[src/rtl/pv_pkg.sv]
// shared constants, types and helpers of the polyline voxelizer
package pv_pkg;

    localparam int GRID    = 8;
    localparam int DIMS    = 3;
    localparam int MAX_RES = 36;

    // widths
    localparam int CW    = 32;                      // coordinate, Q16.16
    localparam int SW    = 31;                      // step register
    localparam int DW    = 33;                      // span, magnitude, divisor
    localparam int PW    = 65;                      // product / dividend
    localparam int VW    = 35;                      // signed voxel index before range check
    localparam int KW    = $clog2(GRID + 1);        // plane counter
    localparam int IW    = $clog2(GRID);            // voxel index on one axis
    localparam int RAW   = $clog2(GRID * GRID);     // bitmap row address
    localparam int CNTW  = $clog2(MAX_RES + 1);
    localparam int OUT_W = ((3 * IW + 7) / 8) * 8;
    localparam int MUL_N = DW;
    localparam int DIV_N = PW;
    localparam int ITW   = $clog2(DIV_N + 1);

    // command codes on the input tuser
    localparam logic CMD_POINT = 1'b0;
    localparam logic CMD_START = 1'b1;

    // configuration register indexes
    localparam logic [2:0] REG_ORIGIN_X = 3'd0;
    localparam logic [2:0] REG_ORIGIN_Y = 3'd1;
    localparam logic [2:0] REG_ORIGIN_Z = 3'd2;
    localparam logic [2:0] REG_STEP_X   = 3'd3;
    localparam logic [2:0] REG_STEP_Y   = 3'd4;
    localparam logic [2:0] REG_STEP_Z   = 3'd5;

    typedef struct packed {
        logic [DIMS-1:0][CW-1:0] origin;
        logic [DIMS-1:0][SW-1:0] step;      // zero already replaced by one
    } t_cfg;

    typedef struct packed {
        logic                    start;
        logic [DIMS-1:0][CW-1:0] pt;
    } t_q_item;

    typedef struct packed {
        logic pop;
        logic boot;
    } t_bk_stat;

    typedef struct packed {
        logic          start;
        logic          mul;
        logic [PW-1:0] a;
        logic [DW-1:0] b;
    } t_ar_req;

    typedef struct packed {
        logic          done;
        logic [PW-1:0] q;
        logic [DW-1:0] r;
    } t_ar_rsp;

    // floor quotient from magnitude quotient, remainder flag and sign
    function automatic logic signed [VW-1:0] floor_q(input logic [DW-1:0] q,
                                                     input logic nz,
                                                     input logic neg);
        logic signed [VW-1:0] t;
        t = $signed({{(VW-DW){1'b0}}, q});
        if (neg) begin
            t = -(t + $signed({{(VW-1){1'b0}}, nz}));
        end
        return t;
    endfunction

endpackage

[src/rtl/pv_arith.sv]
// shared serial unit: shift-add multiply and restoring divide, one bit per cycle
module pv_arith (
    input  logic             i_clk,
    input  logic             i_rst_n,
    input  pv_pkg::t_ar_req  i_req,
    output pv_pkg::t_ar_rsp  o_rsp
);

    logic                     r_busy;
    logic                     r_done;
    logic                     r_mul;
    logic [pv_pkg::ITW-1:0]   r_cnt;
    logic [2*pv_pkg::DW-1:0]  r_prod;
    logic [2*pv_pkg::DW-1:0]  r_mc;
    logic [pv_pkg::DW-1:0]    r_mp;
    logic [pv_pkg::PW-1:0]    r_quo;
    logic [pv_pkg::DW-1:0]    r_rem;
    logic [pv_pkg::DW-1:0]    r_b;
    logic [pv_pkg::DW:0]      rem_sh;
    logic [pv_pkg::DW+1:0]    diff;
    logic                     ge;
    logic [pv_pkg::ITW-1:0]   last_it;

    // one restoring divide step
    always_comb begin
        rem_sh  = {r_rem, r_quo[pv_pkg::PW-1]};
        diff    = {1'b0, rem_sh} - {2'b00, r_b};
        ge      = ~diff[pv_pkg::DW+1];
        last_it = r_mul ? pv_pkg::ITW'(pv_pkg::MUL_N - 1) : pv_pkg::ITW'(pv_pkg::DIV_N - 1);
    end

    // iteration control
    always_ff @(posedge i_clk) begin
        if (!i_rst_n) begin
            r_busy <= 1'b0;
            r_done <= 1'b0;
        end else begin
            r_done <= 1'b0;
            if (i_req.start) begin
                r_busy <= 1'b1;
                r_mul  <= i_req.mul;
                r_cnt  <= '0;
                r_prod <= '0;
                r_mc   <= {{pv_pkg::DW{1'b0}}, i_req.a[pv_pkg::DW-1:0]};
                r_mp   <= i_req.b;
                r_quo  <= i_req.a;
                r_rem  <= '0;
                r_b    <= i_req.b;
            end else if (r_busy) begin
                if (r_mul) begin
                    if (r_mp[0]) begin
                        r_prod <= r_prod + r_mc;
                    end
                    r_mc <= r_mc << 1;
                    r_mp <= r_mp >> 1;
                end else begin
                    r_rem <= ge ? diff[pv_pkg::DW-1:0] : rem_sh[pv_pkg::DW-1:0];
                    r_quo <= {r_quo[pv_pkg::PW-2:0], ge};
                end
                r_cnt <= r_cnt + 1'b1;
                if (r_cnt == last_it) begin
                    r_busy <= 1'b0;
                    r_done <= 1'b1;
                end
            end
        end
    end

    // results
    always_comb begin
        o_rsp.done = r_done;
        o_rsp.q    = r_mul ? r_prod[pv_pkg::PW-1:0] : r_quo;
        o_rsp.r    = r_rem;
    end

endmodule

[src/rtl/pv_front.sv]
// input side: takes beats, tags start commands and queues them for the back end
module pv_front (
    input  logic                       i_clk,
    input  logic                       i_rst_n,
    input  logic                       s_axis_tvalid,
    output logic                       s_axis_tready,
    input  logic [3*pv_pkg::CW-1:0]    s_axis_tdata,
    input  logic                       s_axis_tuser,
    input  pv_pkg::t_bk_stat           i_stat,
    output logic                       o_q_valid,
    output pv_pkg::t_q_item            o_q_item
);

    pv_pkg::t_q_item r_q [2];
    logic [1:0]      r_fill;
    logic            push;
    logic            pop;
    pv_pkg::t_q_item in_item;

    // classify the incoming beat
    always_comb begin
        in_item.start = (s_axis_tuser == pv_pkg::CMD_START);
        in_item.pt    = s_axis_tdata;
        s_axis_tready = (r_fill != 2'd2) && !i_stat.boot;
        push          = s_axis_tvalid && s_axis_tready;
        pop           = i_stat.pop && (r_fill != 2'd0);
        o_q_valid     = (r_fill != 2'd0);
        o_q_item      = r_q[0];
    end

    // two entry queue, head always in slot 0
    always_ff @(posedge i_clk) begin
        if (!i_rst_n) begin
            r_fill <= 2'd0;
        end else begin
            r_fill <= r_fill + {1'b0, push} - {1'b0, pop};
        end
    end

    always_ff @(posedge i_clk) begin
        if (pop) begin
            r_q[0] <= r_q[1];
        end
        if (push) begin
            if (pop) begin
                if (r_fill == 2'd1) begin
                    r_q[0] <= in_item;
                end else begin
                    r_q[1] <= in_item;
                end
            end else if (r_fill == 2'd0) begin
                r_q[0] <= in_item;
            end else begin
                r_q[1] <= in_item;
            end
        end
    end

endmodule

[src/rtl/pv_back.sv]
// back end: segment walk over plane crossings, visited bitmap and result staging
module pv_back (
    input  logic                       i_clk,
    input  logic                       i_rst_n,
    input  pv_pkg::t_cfg               i_cfg,
    input  logic                       i_q_valid,
    input  pv_pkg::t_q_item            i_q_item,
    output pv_pkg::t_bk_stat           o_stat,
    output logic                       m_axis_tvalid,
    input  logic                       m_axis_tready,
    output logic [pv_pkg::OUT_W-1:0]   m_axis_tdata,
    output logic                       m_axis_tlast
);

    localparam logic [3:0] S_IDLE   = 4'd0;
    localparam logic [3:0] S_CLR    = 4'd1;
    localparam logic [3:0] S_AXIS   = 4'd2;
    localparam logic [3:0] S_WS     = 4'd3;
    localparam logic [3:0] S_WE     = 4'd4;
    localparam logic [3:0] S_KSTART = 4'd5;
    localparam logic [3:0] S_LSTART = 4'd6;
    localparam logic [3:0] S_WMUL   = 4'd7;
    localparam logic [3:0] S_WIDIV  = 4'd8;
    localparam logic [3:0] S_WVDIV  = 4'd9;
    localparam logic [3:0] S_EMIT   = 4'd10;
    localparam logic [3:0] S_CHK    = 4'd11;
    localparam logic [3:0] S_FIN    = 4'd12;

    localparam int ROWS  = pv_pkg::GRID * pv_pkg::GRID;
    localparam int RAW_W = pv_pkg::RAW;

    logic [3:0]                       r_state;
    logic                             r_boot;
    logic [RAW_W-1:0]                 r_clr;
    logic [pv_pkg::CW-1:0]            r_cur  [pv_pkg::DIMS];
    logic [pv_pkg::CW-1:0]            r_prev [pv_pkg::DIMS];
    logic                             r_have_prev;
    logic [1:0]                       r_ax;
    logic [1:0]                       r_l;
    logic                             r_swap;
    logic [pv_pkg::DW-1:0]            r_den;
    logic [pv_pkg::DW-1:0]            r_num;
    logic                             r_neg;
    logic                             r_dneg;
    logic signed [pv_pkg::VW-1:0]     r_s;
    logic [pv_pkg::KW-1:0]            r_k;
    logic [pv_pkg::KW-1:0]            r_klast;
    logic signed [pv_pkg::VW-1:0]     r_vox [pv_pkg::DIMS];
    logic                             r_e2;
    logic [pv_pkg::CNTW-1:0]          r_cnt;
    pv_pkg::t_ar_req                  r_req;
    pv_pkg::t_ar_rsp                  ar_rsp;

    // bitmap memory, one row per (x, y), one bit per z
    logic [pv_pkg::GRID-1:0]          r_map [ROWS];
    logic [pv_pkg::GRID-1:0]          r_rd;
    logic [RAW_W-1:0]                 r_rd_addr;
    logic [pv_pkg::IW-1:0]            r_rd_bit;

    // result staging: hold slot waits to learn whether it is the last one
    logic                             r_hold_v;
    logic [3*pv_pkg::IW-1:0]          r_hold;
    logic                             r_out_v;
    logic [3*pv_pkg::IW-1:0]          r_out;
    logic                             r_out_last;

    logic signed [pv_pkg::CW-1:0]     lo_p [pv_pkg::DIMS];
    logic signed [pv_pkg::CW-1:0]     hi_p [pv_pkg::DIMS];
    logic signed [pv_pkg::CW-1:0]     org_ax;
    logic [pv_pkg::SW-1:0]            stp_ax;
    logic signed [pv_pkg::CW-1:0]     org_l;
    logic [pv_pkg::SW-1:0]            stp_l;
    logic                             swap_now;
    logic signed [pv_pkg::CW-1:0]     lo_now;
    logic signed [pv_pkg::CW-1:0]     hi_now;
    logic signed [pv_pkg::DW-1:0]     den_now;
    logic signed [pv_pkg::DW:0]       n_lo;
    logic signed [pv_pkg::DW:0]       n_hi;
    logic signed [pv_pkg::VW-1:0]     fq;
    logic signed [pv_pkg::VW-1:0]     kfirst;
    logic signed [pv_pkg::VW-1:0]     klast;
    logic signed [pv_pkg::VW:0]       plane;
    logic signed [pv_pkg::VW:0]       num_w;
    logic signed [pv_pkg::DW-1:0]     d_l;
    logic signed [pv_pkg::DW:0]       off;
    logic signed [pv_pkg::DW:0]       c_l;
    logic signed [pv_pkg::DW+1:0]     n_c;
    logic                             in_grid;
    logic [RAW_W-1:0]                 row_addr;
    logic                             out_free;
    logic                             rem_nz;

    // endpoints ordered on the current axis, and per-axis config
    always_comb begin
        for (int i = 0; i < pv_pkg::DIMS; i++) begin
            lo_p[i] = $signed(r_swap ? r_cur[i] : r_prev[i]);
            hi_p[i] = $signed(r_swap ? r_prev[i] : r_cur[i]);
        end
        org_ax   = $signed(i_cfg.origin[r_ax]);
        stp_ax   = i_cfg.step[r_ax];
        org_l    = $signed(i_cfg.origin[r_l]);
        stp_l    = i_cfg.step[r_l];
        swap_now = $signed(r_cur[r_ax]) < $signed(r_prev[r_ax]);
        lo_now   = $signed(swap_now ? r_cur[r_ax] : r_prev[r_ax]);
        hi_now   = $signed(swap_now ? r_prev[r_ax] : r_cur[r_ax]);
        den_now  = pv_pkg::DW'(hi_now) - pv_pkg::DW'(lo_now);
        n_lo     = (pv_pkg::DW+1)'(lo_now) - (pv_pkg::DW+1)'(org_ax);
        n_hi     = (pv_pkg::DW+1)'(hi_p[r_ax]) - (pv_pkg::DW+1)'(org_ax);
        rem_nz   = (ar_rsp.r != '0);
        fq       = pv_pkg::floor_q(ar_rsp.q[pv_pkg::DW-1:0], rem_nz, r_neg);
        kfirst   = (r_s + 1 < 1) ? pv_pkg::VW'(1) : r_s + 1;
        klast    = (fq > pv_pkg::VW'(pv_pkg::GRID - 1)) ? pv_pkg::VW'(pv_pkg::GRID - 1) : fq;
        plane    = (pv_pkg::VW+1)'(org_ax)
                 + $signed({1'b0, (pv_pkg::VW)'(stp_ax) * (pv_pkg::VW)'(r_k)});
        num_w    = plane - (pv_pkg::VW+1)'(lo_p[r_ax]);
        d_l      = pv_pkg::DW'(hi_p[r_l]) - pv_pkg::DW'(lo_p[r_l]);
        off      = (pv_pkg::DW+1)'(pv_pkg::floor_q(ar_rsp.q[pv_pkg::DW-1:0], rem_nz, r_dneg));
        c_l      = (pv_pkg::DW+1)'(lo_p[r_l]) + off;
        n_c      = (pv_pkg::DW+2)'(c_l) - (pv_pkg::DW+2)'(org_l);
        in_grid  = (r_cnt < pv_pkg::CNTW'(pv_pkg::MAX_RES));
        for (int i = 0; i < pv_pkg::DIMS; i++) begin
            if (r_vox[i] < 0 || r_vox[i] >= pv_pkg::VW'(pv_pkg::GRID)) begin
                in_grid = 1'b0;
            end
        end
        row_addr = RAW_W'(r_vox[0][pv_pkg::IW-1:0]) * RAW_W'(pv_pkg::GRID)
                 + RAW_W'(r_vox[1][pv_pkg::IW-1:0]);
        out_free = !r_out_v || m_axis_tready;
        o_stat.pop  = (r_state == S_IDLE) && i_q_valid;
        o_stat.boot = r_boot;
    end

    // bitmap memory port
    always_ff @(posedge i_clk) begin
        if (r_state == S_EMIT) begin
            r_rd <= r_map[row_addr];
        end
        if (r_state == S_CLR) begin
            r_map[r_clr] <= '0;
        end else if (r_state == S_CHK && !r_rd[r_rd_bit] && (!r_hold_v || out_free)) begin
            r_map[r_rd_addr] <= r_rd | (pv_pkg::GRID'(1) << r_rd_bit);
        end
    end

    // sequencer
    always_ff @(posedge i_clk) begin
        if (!i_rst_n) begin
            r_state     <= S_CLR;
            r_boot      <= 1'b1;
            r_clr       <= '0;
            r_have_prev <= 1'b0;
            r_hold_v    <= 1'b0;
            r_out_v     <= 1'b0;
            r_cnt       <= '0;
            r_e2        <= 1'b0;
            r_req.start <= 1'b0;
        end else begin
            r_req.start <= 1'b0;
            if (r_out_v && m_axis_tready) begin
                r_out_v <= 1'b0;
            end
            case (r_state)
                S_IDLE: begin
                    if (i_q_valid) begin
                        for (int i = 0; i < pv_pkg::DIMS; i++) begin
                            r_cur[i] <= i_q_item.pt[i];
                        end
                        r_cnt   <= '0;
                        r_ax    <= 2'd0;
                        r_e2    <= 1'b0;
                        if (i_q_item.start) begin
                            r_have_prev <= 1'b0;
                            r_clr       <= '0;
                            r_state     <= S_CLR;
                        end else if (!r_have_prev) begin
                            r_state <= S_FIN;
                        end else begin
                            r_state <= S_AXIS;
                        end
                    end
                end
                S_CLR: begin
                    r_clr <= r_clr + 1'b1;
                    if (r_clr == RAW_W'(ROWS - 1)) begin
                        r_boot  <= 1'b0;
                        r_state <= r_boot ? S_IDLE : S_FIN;
                    end
                end
                S_AXIS: begin
                    if (den_now == '0) begin
                        r_state <= (r_ax == 2'd2) ? S_FIN : S_AXIS;
                        r_ax    <= r_ax + 1'b1;
                    end else begin
                        r_swap      <= swap_now;
                        r_den       <= den_now;
                        r_neg       <= n_lo[pv_pkg::DW];
                        r_req.start <= 1'b1;
                        r_req.mul   <= 1'b0;
                        r_req.a     <= pv_pkg::PW'(n_lo[pv_pkg::DW] ? -n_lo : n_lo);
                        r_req.b     <= pv_pkg::DW'(stp_ax);
                        r_state     <= S_WS;
                    end
                end
                S_WS: begin
                    if (ar_rsp.done) begin
                        r_s         <= fq;
                        r_neg       <= n_hi[pv_pkg::DW];
                        r_req.start <= 1'b1;
                        r_req.mul   <= 1'b0;
                        r_req.a     <= pv_pkg::PW'(n_hi[pv_pkg::DW] ? -n_hi : n_hi);
                        r_req.b     <= pv_pkg::DW'(stp_ax);
                        r_state     <= S_WE;
                    end
                end
                S_WE: begin
                    if (ar_rsp.done) begin
                        if (kfirst > klast) begin
                            r_state <= (r_ax == 2'd2) ? S_FIN : S_AXIS;
                            r_ax    <= r_ax + 1'b1;
                        end else begin
                            r_k     <= kfirst[pv_pkg::KW-1:0];
                            r_klast <= klast[pv_pkg::KW-1:0];
                            r_state <= S_KSTART;
                        end
                    end
                end
                S_KSTART: begin
                    r_num       <= num_w[pv_pkg::DW-1:0];
                    r_vox[r_ax] <= $signed({{(pv_pkg::VW-pv_pkg::KW){1'b0}}, r_k});
                    r_l         <= 2'd0;
                    r_state     <= S_LSTART;
                end
                S_LSTART: begin
                    if (r_l == r_ax) begin
                        r_l     <= r_l + 1'b1;
                        r_state <= (r_l == 2'd2) ? S_EMIT : S_LSTART;
                    end else begin
                        r_dneg      <= d_l[pv_pkg::DW-1];
                        r_req.start <= 1'b1;
                        r_req.mul   <= 1'b1;
                        r_req.a     <= pv_pkg::PW'(d_l[pv_pkg::DW-1] ? -d_l : d_l);
                        r_req.b     <= r_num;
                        r_state     <= S_WMUL;
                    end
                end
                S_WMUL: begin
                    if (ar_rsp.done) begin
                        r_req.start <= 1'b1;
                        r_req.mul   <= 1'b0;
                        r_req.a     <= ar_rsp.q;
                        r_req.b     <= r_den;
                        r_state     <= S_WIDIV;
                    end
                end
                S_WIDIV: begin
                    if (ar_rsp.done) begin
                        r_neg       <= n_c[pv_pkg::DW+1];
                        r_req.start <= 1'b1;
                        r_req.mul   <= 1'b0;
                        r_req.a     <= pv_pkg::PW'(n_c[pv_pkg::DW+1] ? -n_c : n_c);
                        r_req.b     <= pv_pkg::DW'(stp_l);
                        r_state     <= S_WVDIV;
                    end
                end
                S_WVDIV: begin
                    if (ar_rsp.done) begin
                        r_vox[r_l] <= fq;
                        r_l        <= r_l + 1'b1;
                        r_state    <= (r_l == 2'd2) ? S_EMIT : S_LSTART;
                    end
                end
                S_EMIT: begin
                    r_rd_addr <= row_addr;
                    r_rd_bit  <= r_vox[2][pv_pkg::IW-1:0];
                    if (in_grid) begin
                        r_state <= S_CHK;
                    end else if (!r_e2) begin
                        r_e2        <= 1'b1;
                        r_vox[r_ax] <= $signed({{(pv_pkg::VW-pv_pkg::KW){1'b0}}, r_k}) - 1;
                    end else begin
                        r_e2    <= 1'b0;
                        r_k     <= r_k + 1'b1;
                        r_state <= (r_k != r_klast) ? S_KSTART
                                 : ((r_ax == 2'd2) ? S_FIN : S_AXIS);
                        if (r_k == r_klast) begin
                            r_ax <= r_ax + 1'b1;
                        end
                    end
                end
                S_CHK: begin
                    if (r_rd[r_rd_bit] || !r_hold_v || out_free) begin
                        if (!r_rd[r_rd_bit]) begin
                            if (r_hold_v) begin
                                r_out      <= r_hold;
                                r_out_last <= 1'b0;
                                r_out_v    <= 1'b1;
                            end
                            r_hold   <= {r_vox[2][pv_pkg::IW-1:0], r_vox[1][pv_pkg::IW-1:0],
                                         r_vox[0][pv_pkg::IW-1:0]};
                            r_hold_v <= 1'b1;
                            r_cnt    <= r_cnt + 1'b1;
                        end
                        r_state <= S_EMIT;
                        if (!r_e2) begin
                            r_e2        <= 1'b1;
                            r_vox[r_ax] <= $signed({{(pv_pkg::VW-pv_pkg::KW){1'b0}}, r_k}) - 1;
                        end else begin
                            r_e2    <= 1'b0;
                            r_k     <= r_k + 1'b1;
                            r_state <= (r_k != r_klast) ? S_KSTART
                                     : ((r_ax == 2'd2) ? S_FIN : S_AXIS);
                            if (r_k == r_klast) begin
                                r_ax <= r_ax + 1'b1;
                            end
                        end
                    end
                end
                S_FIN: begin
                    if (!r_hold_v || out_free) begin
                        if (r_hold_v) begin
                            r_out      <= r_hold;
                            r_out_last <= 1'b1;
                            r_out_v    <= 1'b1;
                            r_hold_v   <= 1'b0;
                        end
                        for (int i = 0; i < pv_pkg::DIMS; i++) begin
                            r_prev[i] <= r_cur[i];
                        end
                        r_have_prev <= 1'b1;
                        r_state     <= S_IDLE;
                    end
                end
                default: begin
                    r_state <= S_IDLE;
                end
            endcase
        end
    end

    pv_arith u_arith (
        .i_clk   (i_clk),
        .i_rst_n (i_rst_n),
        .i_req   (r_req),
        .o_rsp   (ar_rsp)
    );

    // master side
    always_comb begin
        m_axis_tvalid = r_out_v;
        m_axis_tdata  = pv_pkg::OUT_W'(r_out);
        m_axis_tlast  = r_out_last;
    end

endmodule

[src/rtl/polyline_voxelizer_unit.sv]
// top level of the polyline voxelizer: config registers, front end and back end
//
// Each accepted point closes a segment with the point before it (a start command begins a
// new curve instead); for every interior grid plane that segment crosses, the two voxels
// touching the crossing are sent out if inside the grid, each once per curve and at most
// 36 per point (a visited bitmap of 64 rows x 8 bits filters repeats). A start command
// clears the bitmap and gives no beat; after reset the same clear runs with s_axis_tready
// low. Work per point is set by the one shared serial arithmetic unit: two divides per
// axis the segment spans, plus, per plane crossing, a multiply and two divides for each
// of the two other axes, plus a bitmap check per voxel. A two-beat queue lets the input
// run ahead, and a hold slot and a result register let results wait while the output
// stalls.
module polyline_voxelizer_unit (
    input  logic                          i_clk,
    input  logic                          i_rst_n,
    // config write port
    input  logic                          i_cfg_we,
    input  logic [2:0]                    i_cfg_idx,
    input  logic [pv_pkg::CW-1:0]         i_cfg_wdata,
    // input stream
    input  logic                          s_axis_tvalid,
    output logic                          s_axis_tready,
    input  logic [3*pv_pkg::CW-1:0]       s_axis_tdata,   // point_x, point_y, point_z
    input  logic                          s_axis_tuser,   // cmd
    // result stream
    output logic                          m_axis_tvalid,
    input  logic                          m_axis_tready,
    output logic [pv_pkg::OUT_W-1:0]      m_axis_tdata,   // voxel_x, voxel_y, voxel_z, zero pad
    output logic                          m_axis_tlast    // last
);

    logic [pv_pkg::CW-1:0] r_origin [pv_pkg::DIMS];
    logic [pv_pkg::SW-1:0] r_step   [pv_pkg::DIMS];
    pv_pkg::t_cfg          cfg;
    pv_pkg::t_bk_stat      bk_stat;
    logic                  q_valid;
    pv_pkg::t_q_item       q_item;

    // config registers
    always_ff @(posedge i_clk) begin
        if (!i_rst_n) begin
            for (int i = 0; i < pv_pkg::DIMS; i++) begin
                r_origin[i] <= '0;
                r_step[i]   <= pv_pkg::SW'(65536);
            end
        end else if (i_cfg_we) begin
            case (i_cfg_idx)
                pv_pkg::REG_ORIGIN_X: r_origin[0] <= i_cfg_wdata;
                pv_pkg::REG_ORIGIN_Y: r_origin[1] <= i_cfg_wdata;
                pv_pkg::REG_ORIGIN_Z: r_origin[2] <= i_cfg_wdata;
                pv_pkg::REG_STEP_X:   r_step[0]   <= i_cfg_wdata[pv_pkg::SW-1:0];
                pv_pkg::REG_STEP_Y:   r_step[1]   <= i_cfg_wdata[pv_pkg::SW-1:0];
                pv_pkg::REG_STEP_Z:   r_step[2]   <= i_cfg_wdata[pv_pkg::SW-1:0];
                default: begin
                end
            endcase
        end
    end

    // zero step behaves as one
    always_comb begin
        for (int i = 0; i < pv_pkg::DIMS; i++) begin
            cfg.origin[i] = r_origin[i];
            cfg.step[i]   = (r_step[i] == '0) ? pv_pkg::SW'(1) : r_step[i];
        end
    end

    pv_front u_front (
        .i_clk         (i_clk),
        .i_rst_n       (i_rst_n),
        .s_axis_tvalid (s_axis_tvalid),
        .s_axis_tready (s_axis_tready),
        .s_axis_tdata  (s_axis_tdata),
        .s_axis_tuser  (s_axis_tuser),
        .i_stat        (bk_stat),
        .o_q_valid     (q_valid),
        .o_q_item      (q_item)
    );

    pv_back u_back (
        .i_clk         (i_clk),
        .i_rst_n       (i_rst_n),
        .i_cfg         (cfg),
        .i_q_valid     (q_valid),
        .i_q_item      (q_item),
        .o_stat        (bk_stat),
        .m_axis_tvalid (m_axis_tvalid),
        .m_axis_tready (m_axis_tready),
        .m_axis_tdata  (m_axis_tdata),
        .m_axis_tlast  (m_axis_tlast)
    );

endmodule

[config.mk]
export PLATFORM = sky130hd
export DESIGN_NAME = polyline_voxelizer_unit
export DESIGN_NICKNAME = d
export VERILOG_FILES = /design/src/rtl/pv_pkg.sv /design/src/rtl/pv_arith.sv /design/src/rtl/pv_front.sv /design/src/rtl/pv_back.sv /design/src/rtl/polyline_voxelizer_unit.sv
export SDC_FILE = /design/constraint.sdc
export NUM_CORES = 2
export LEC_CHECK = 0
export BUFFER_PORTS_ARGS = -buffer_cell sky130_fd_sc_hd__buf_2
export CAP_MARGIN = 20
export CORE_ASPECT_RATIO = 2
export CORE_MARGIN = 1.5
export CORE_UTILIZATION = 60
export DETAILED_ROUTE_END_ITERATION = 10
export HOLD_SLACK_MARGIN = 0.15
export PLACE_DENSITY = 0.82
export SYNTH_ARGS = -nofsm -noshare
export SYNTH_HDL_FRONTEND = slang
export SYNTH_HIERARCHICAL = 1
export SYNTH_SLANG_ARGS = --single-unit
[constraint.sdc]
create_clock -name i_clk -period 43.3 [get_ports i_clk]
set_input_delay 2.165 -clock i_clk [delete_from_list [all_inputs] [get_ports i_clk]]
set_output_delay 2.165 -clock i_clk [all_outputs]
set_load 0.02 [all_outputs]
======== Word level (Yosys, flattened, before mapping) ========
Memory sizes are Yosys's and may differ from the RTL's. A register that Yosys moved wholly into a read port is not among the register bits.
Index checks and enable logic that the tools add are counted.
operators by class
  add/sub/neg operators ................... 27
  multiply operators ...................... 1
  $lt $le $gt $ge ......................... 16
  eq/ne operators ......................... 48
  shift operators ......................... 1
  multiplexer cells ....................... 243
  bitwise logic cells ..................... 21
  reductions and logical operators ........ 69
operators with widths
  kind                     number
  $mux W32                 21
  $mux W65                 8
  $mux W100                5
  $pmux W100 S5            1
  $bmux W32 S2             6
  $mux W66                 5
  $mux W97                 3
  $mux W31                 8
  $mux W33                 7
  $mux W35                 6
  $neg A33 Y65             3
  $sub A32 B32 Y33         4
  $bmux W31 S2             2
  $ge A35 B5 Y1 const B    3
  $lt A35 B1 Y1 const B    3
  $mux W1                  104
  $mux W4                  26
  $logic_not A31 Y1        3
  $add A66 B66 Y66         1
  $neg A35 Y65             1
  $pmux W4 S13             1
  $mux W6                  6
  $mux W9                  4
  $add A35 B2 Y35 const B  1
  other kinds (80)         194
word-level totals
  register bits ........................... 573
  RAM bits ................................ 1192
  input port bits ......................... 137
  output and inout port bits .............. 19
  word-level logic and storage cells ...... 472
  memories ................................ 7
memory list
  memory         depth  width  read ports  clocked after Yosys merged registers in  wr ports  line                           source
  u_back.r_map   64     8      1           1                                        1         pv_back.sv:55                  logic [pv_pkg::GRID-1:0] r_map [ROWS];
  u_front.r_q    2      97     2           0                                        2         pv_front.sv:14                 pv_pkg::t_q_item r_q [2];
  u_back.r_vox   3      35     3           0                                        1         pv_back.sv:48                  logic signed [pv_pkg::VW-1:0] r_vox [pv_pkg::DIMS];
  r_origin       3      32     3           0                                        3         polyline_voxelizer_unit.sv:32  logic [pv_pkg::CW-1:0] r_origin [pv_pkg::DIMS];
  u_back.r_cur   3      32     4           1                                        3         pv_back.sv:35                  logic [pv_pkg::CW-1:0] r_cur [pv_pkg::DIMS];
  u_back.r_prev  3      32     4           1                                        3         pv_back.sv:36                  logic [pv_pkg::CW-1:0] r_prev [pv_pkg::DIMS];
  +1 memories    -      -      -           -                                        -         -

======== Longest topological paths before layout ========
An unclocked memory read counts as a cell.
  depth in word-level cells ............... 13
  gate-level depth with buffers ........... 45

======== Hierarchy ========
The synthesis kept the hierarchy.
by module, submodules not included
  module                   times used  cells each  area an instance (sq um)  seq. area each (sq um)
  pv_back                  1           6850        72548.3                   32311.0
  pv_arith                 1           1749        18189.9                   9108.7
  pv_front                 1           419         7887.6                    5865.6
  polyline_voxelizer_unit  1           399         6751.5                    5675.4

======== Worst setup path after synthesis ========
No wires, ideal clock.
  kind .................................... register to register
  start point ............................. reg (tool-made name)
  end point ............................... reg u_back/r_req[0] in the netlist's numbering (enable)
  library setup time ...................... 0.678 ns
  data arrival time ....................... 12.941 ns
  data required time ...................... 42.622 ns
  slack ................................... 29.681 ns
  cell stages (with the launch flop) ...... 31
  path through ............................ dfxtp_1 > buf_2 > buf_2 > buf_2 > buf_2 > mux2i_1 > nor2_1 > a21oi_1 > ha_1 > buf_2 > and2_4 > a221o_1 > a221oi_2 > o2111a_1 > a21oi_1 > buf_2 > or4_1 > and2_1 > ha_1 > nor4_2 > nor4_1 > o31ai_1 > o211a_2 > o211ai_2 > a21o_1 > a31oi_1 > xnor2_1 > nor4_1 > nand4_2 > nor3_1 > nor3_1
RTL lines
  what           line           source
  end, declared  pv_back.sv:51  pv_pkg::t_ar_req r_req;

==> results.txt <==
----------------------------------------------------
[Status]
  Outcome ... finished clean

[Synthesis]
  Async set-reset flop share out of synthesis ... 0
  Area share of the leading cell type in the synthesized netlist ... 0.497
  Number of synthesized flops with an enable pin ... about 1700
  Number of warning messages in the yosys log ... 6
  Synthesized instance count ... 9417
  Most used flip-flop cell after synthesis ... edfxtp_1
  Share of synthesized area occupied by flip-flops and latches ... 0.503
  Number of storage elements in the synthesis netlist ... ~1800
  Synthesized area per cell ... about 11 um^2
  Combined area of all synthesized cells ... approximately 110000 um^2
  Cell types with the largest area share after synthesis ... edfxtp_1 (50%), ha_1 (4.9%), mux2i_1 (3.6%), mux4_2 (3.3%), o21ai_0 (3.1%)
  Number of library cell types mapped by synthesis ... roughly 120
  Library cell occupying the most area in the post-synthesis netlist ... edfxtp_1

[Critical path]
  Req. time, crit path ... 43.78 ns
  Kind of capture point of the worst setup path ... register
  CP endpoint ... u_back/r_den[27]
  Arr. time, crit path ... between 10 and 15 ns
  Crit path launch type ... register
  Setup slack, reg-to-reg ... between 30 and 40 ns
  Worst R2R End ... u_back/r_den[27]
  CP max FO ... between 40 and 50
  Type of the worst setup path ... register to register
  Worst r2r path cells ... 25

[Timing]
  Final Max Slew Viols ... 0
  Transition at the pin with the smallest max-transition slack ... 1.27 ns
  Final Hold Violating Endpoints ... 0
  Relative max-transition margin ... 0.148
  Post-route fraction of the period consumed by the critical path ... 0.264
  Total negative setup slack ... 0 ns
  RSZ-0062 raised after global routing ... false
  Final setup fails ... 0
  Clock skew ... 0.0968 ns
  Post-layout minimum cycle time ... around 11 ns
  FMAX ... just under 90 MHz

[Worst hold path]
  Worst hold path class ... register to register
  Worst min-delay path startpoint ... u_front/r_q[0][38]

[Clock tree]
  Number of gates resized after CTS ... 0
  Clock tree from TritonCTS ... done
  CTS H-tree depth ... 4
  Number of sinks handled by clock tree synthesis ... between 1500 and 2000
  Setup bufs post-CTS ... 0
  Max clock buf depth ... 4
  Number of buffers created by CTS ... 161
  Hold buffer count at CTS ... 0
  Insertion delay to the later sink of the worst-skew pair ... approximately 0.9 ns
  Register clock-pin slew on the reported worst setup and hold paths ... ~0.060 ns
  Master cell of the clock root buffer ... clkbuf_16

[Die]
  Die span in x ... 299 um
  Area of the core ... around 170000 um^2
  Full die area ... 178000 um^2
  Starting utilization of the core area ... 0.604
  Die outline height ... a little under 600 um
  Std cell rows ... between 200 and 250
  Num ports ... ~160

[Flow run]
  Total of max-cap violations ... 0

[Drt]
  Drt first-iter violations ... around 9000
  Average wire per standard cell ... 30.7 um
  Routed wire length ... between 300000 and 400000 um
  Mean number of vias per cell ... ~7
  Number of nets with antenna violations after routing ... 0
  Router iterations before antenna repair ... 8
  Via count ... between 80000 and 90000
  Final routed DRC violation total ... 0

[Final layout]
  Final Cell Area ... 113000 um^2
  Most common cell after layout, fill and taps aside ... edfxtp_1
  Fin util ... 0.649
  Commonest cells after routing, fill and taps aside ... edfxtp_1 (1745), nand2_1 (785), nor2_1 (733)
  Post-synthesis to final-layout area growth ... 7.55%
  Ratio of cells with drive above 1 in the final layout ... 0.122
  Final-stage net count ... 10000

[Pwr]
  Power density of the placed cells ... around 55 nW/um^2
  Leakage power ... roughly 41 nW
  Peak supply drop ... 0.0616 mV

[Global route]
  Grt ovf ... 0
  Number of antenna violations at the first check in global routing ... 41
  Global Route Usage Sum ... 0.402
  Maximum number of pins on one net before global-route repair ... about 150
  Global-route wire length before repair ... about 520000 um
  Via count of the first global-routing pass ... roughly 80000

[Placed design]
  Dpl cell area ... approximately 110000 um^2
  PortBufs ... 148
  Post-detailed-placement half-perimeter wirelength ... 262000 um
  RePlAce Congestion ... 1.10

----------------------------------------------------
[area by class of cell]
class,count,area [um^2]
fillers,12800,61200
clock inverters,95,940
inverters,508,1910
diodes,26,65.1
flip-flops and latches,1773,53000
clock buffers,188,4170
repair buffers,350,2390
multi-input cells,6526,48000
well taps,2299,2880
[registers in the layout, summed over array words and instances (netlist names), 65 cells and up, named ones only]
name	count
u_back/r_map	512
r_origin	96
u_back/u_arith/r_prod	65
u_back/r_req	100
u_back/r_vox	105
u_back/r_cur	96
u_back/u_arith/r_mc	65
r_step	93
u_back/r_prev	96
u_back/u_arith/r_quo	65
u_front/r_q	194
[cells by family (layout without fill, tap and decap cells)]
logic type                 Yosys count  in the layout  share of synthesized area
DFF                               1773           1773                      0.503
AOI/OAI and AO/OA                 2111           2111                      0.124
adders and majority gates          543            543                     0.0736
muxes                              827            827                      0.100
xor gates and xnor gates           454            454                     0.0377
and+or+nand+nor                   2584           2584                      0.116
buffers and inverters             1124           1141                     0.0450
other                                1             33                  0.0000356
[per-layer routing]
layer,track usage,share of wire,up-vias,wire length (um)
met1,0.404,0.30,38400,110000
met3,0.110,0.097,1845,35100
met5,0.000821,0.00038,-,138
met4,0.397,0.12,20,44800
li1,-,-,34400,-
met2,0.659,0.47,5560,171000
[worst min-delay path by stage]
stage	endpoint	slack, ns	cells past startpoint
floorplan	u_back/r_out[0]	0.40	0
global placement	u_back/u_arith/r_mul	0.40	0
detailed placement	u_back/r_cur[0][19]	0.40	0
CTS	u_back/r_cur[1][6]	0.39	0
global route	u_back/r_cur[0][9]	0.40	0
finish	u_back/r_cur[1][6]	0.40	0
[synth_stat cells, types with 47 or more instances]
| cell type | count |
|---|---|
| edfxtp_1 | 1745 |
| nand2_1 | 787 |
| nor2_1 | 739 |
| o21ai_0 | 658 |
| a21oi_1 | 530 |
| inv_1 | 505 |
| ha_1 | 415 |
| clkbuf_1 | 395 |
| mux2i_1 | 381 |
| xnor2_1 | 306 |
| mux2_2 | 260 |
| and2_1 | 229 |
| mux4_2 | 155 |
| nor3_1 | 153 |
| a21o_1 | 148 |
| xor2_1 | 148 |
| fa_1 | 128 |
| o22ai_1 | 116 |
| nor2b_1 | 111 |
| nand3_1 | 109 |
| buf_4 | 107 |
| nor4_1 | 86 |
| nand4_1 | 82 |
| o211ai_1 | 68 |
| o21bai_1 | 68 |
| o21a_1 | 66 |
| buf_1 | 64 |
| nand2b_1 | 59 |
| a31oi_1 | 56 |
| a211oi_1 | 47 |
| or3_1 | 47 |
[critical path, cell delays in order, from the launching register on]
cell       delay, ns
dfxtp_4         0.56
buf_4           0.74
mux2_2          0.41
mux2i_1         0.29
ha_1            0.43
and4_1          0.29
nand2_1         0.09
a21oi_1         0.08
o41ai_1         0.92
a21oi_1         0.29
buf_4           0.28
or4_1           0.56
and2_1          0.16
ha_1            0.24
nor4_2          0.37
nor2_1          0.15
xor2_1          0.19
nor3_1          0.55
o21ai_0         0.42
nor4_1          0.63
nand4b_1        0.28
a2111oi_4       0.38
nand4_2         0.67
o21ai_4         0.84
buf_4           0.62
nor2_4          0.33
[power by group]
group | leakage (nW) | switching [mW] | internal (mW) | total, mW
combinational | 22.6 | 1.82 | 0.994 | 2.81
clock | 2.48 | 0.660 | 0.789 | 1.45
sequential | 15.9 | 0.0338 | 1.98 | 2.02
total | 41.0 | 2.51 | 3.77 | 6.28
[stage by stage]
stage	setup slack, ns	hold slack, ns	power (mW)	instances
6_report	31.87	0.403	6.28	11800
5_1_grt	31.30	0.404	6.50	11700
4_1_cts	32.15	0.386	6.14	11700
3_5_place_dp	32.23	0.405	4.70	11400
3_3_place_gp	32.11	0.402	4.66	11400
2_1_floorplan	29.68	0.400	3.90	9423
Power figures use the tool's default switching activity.
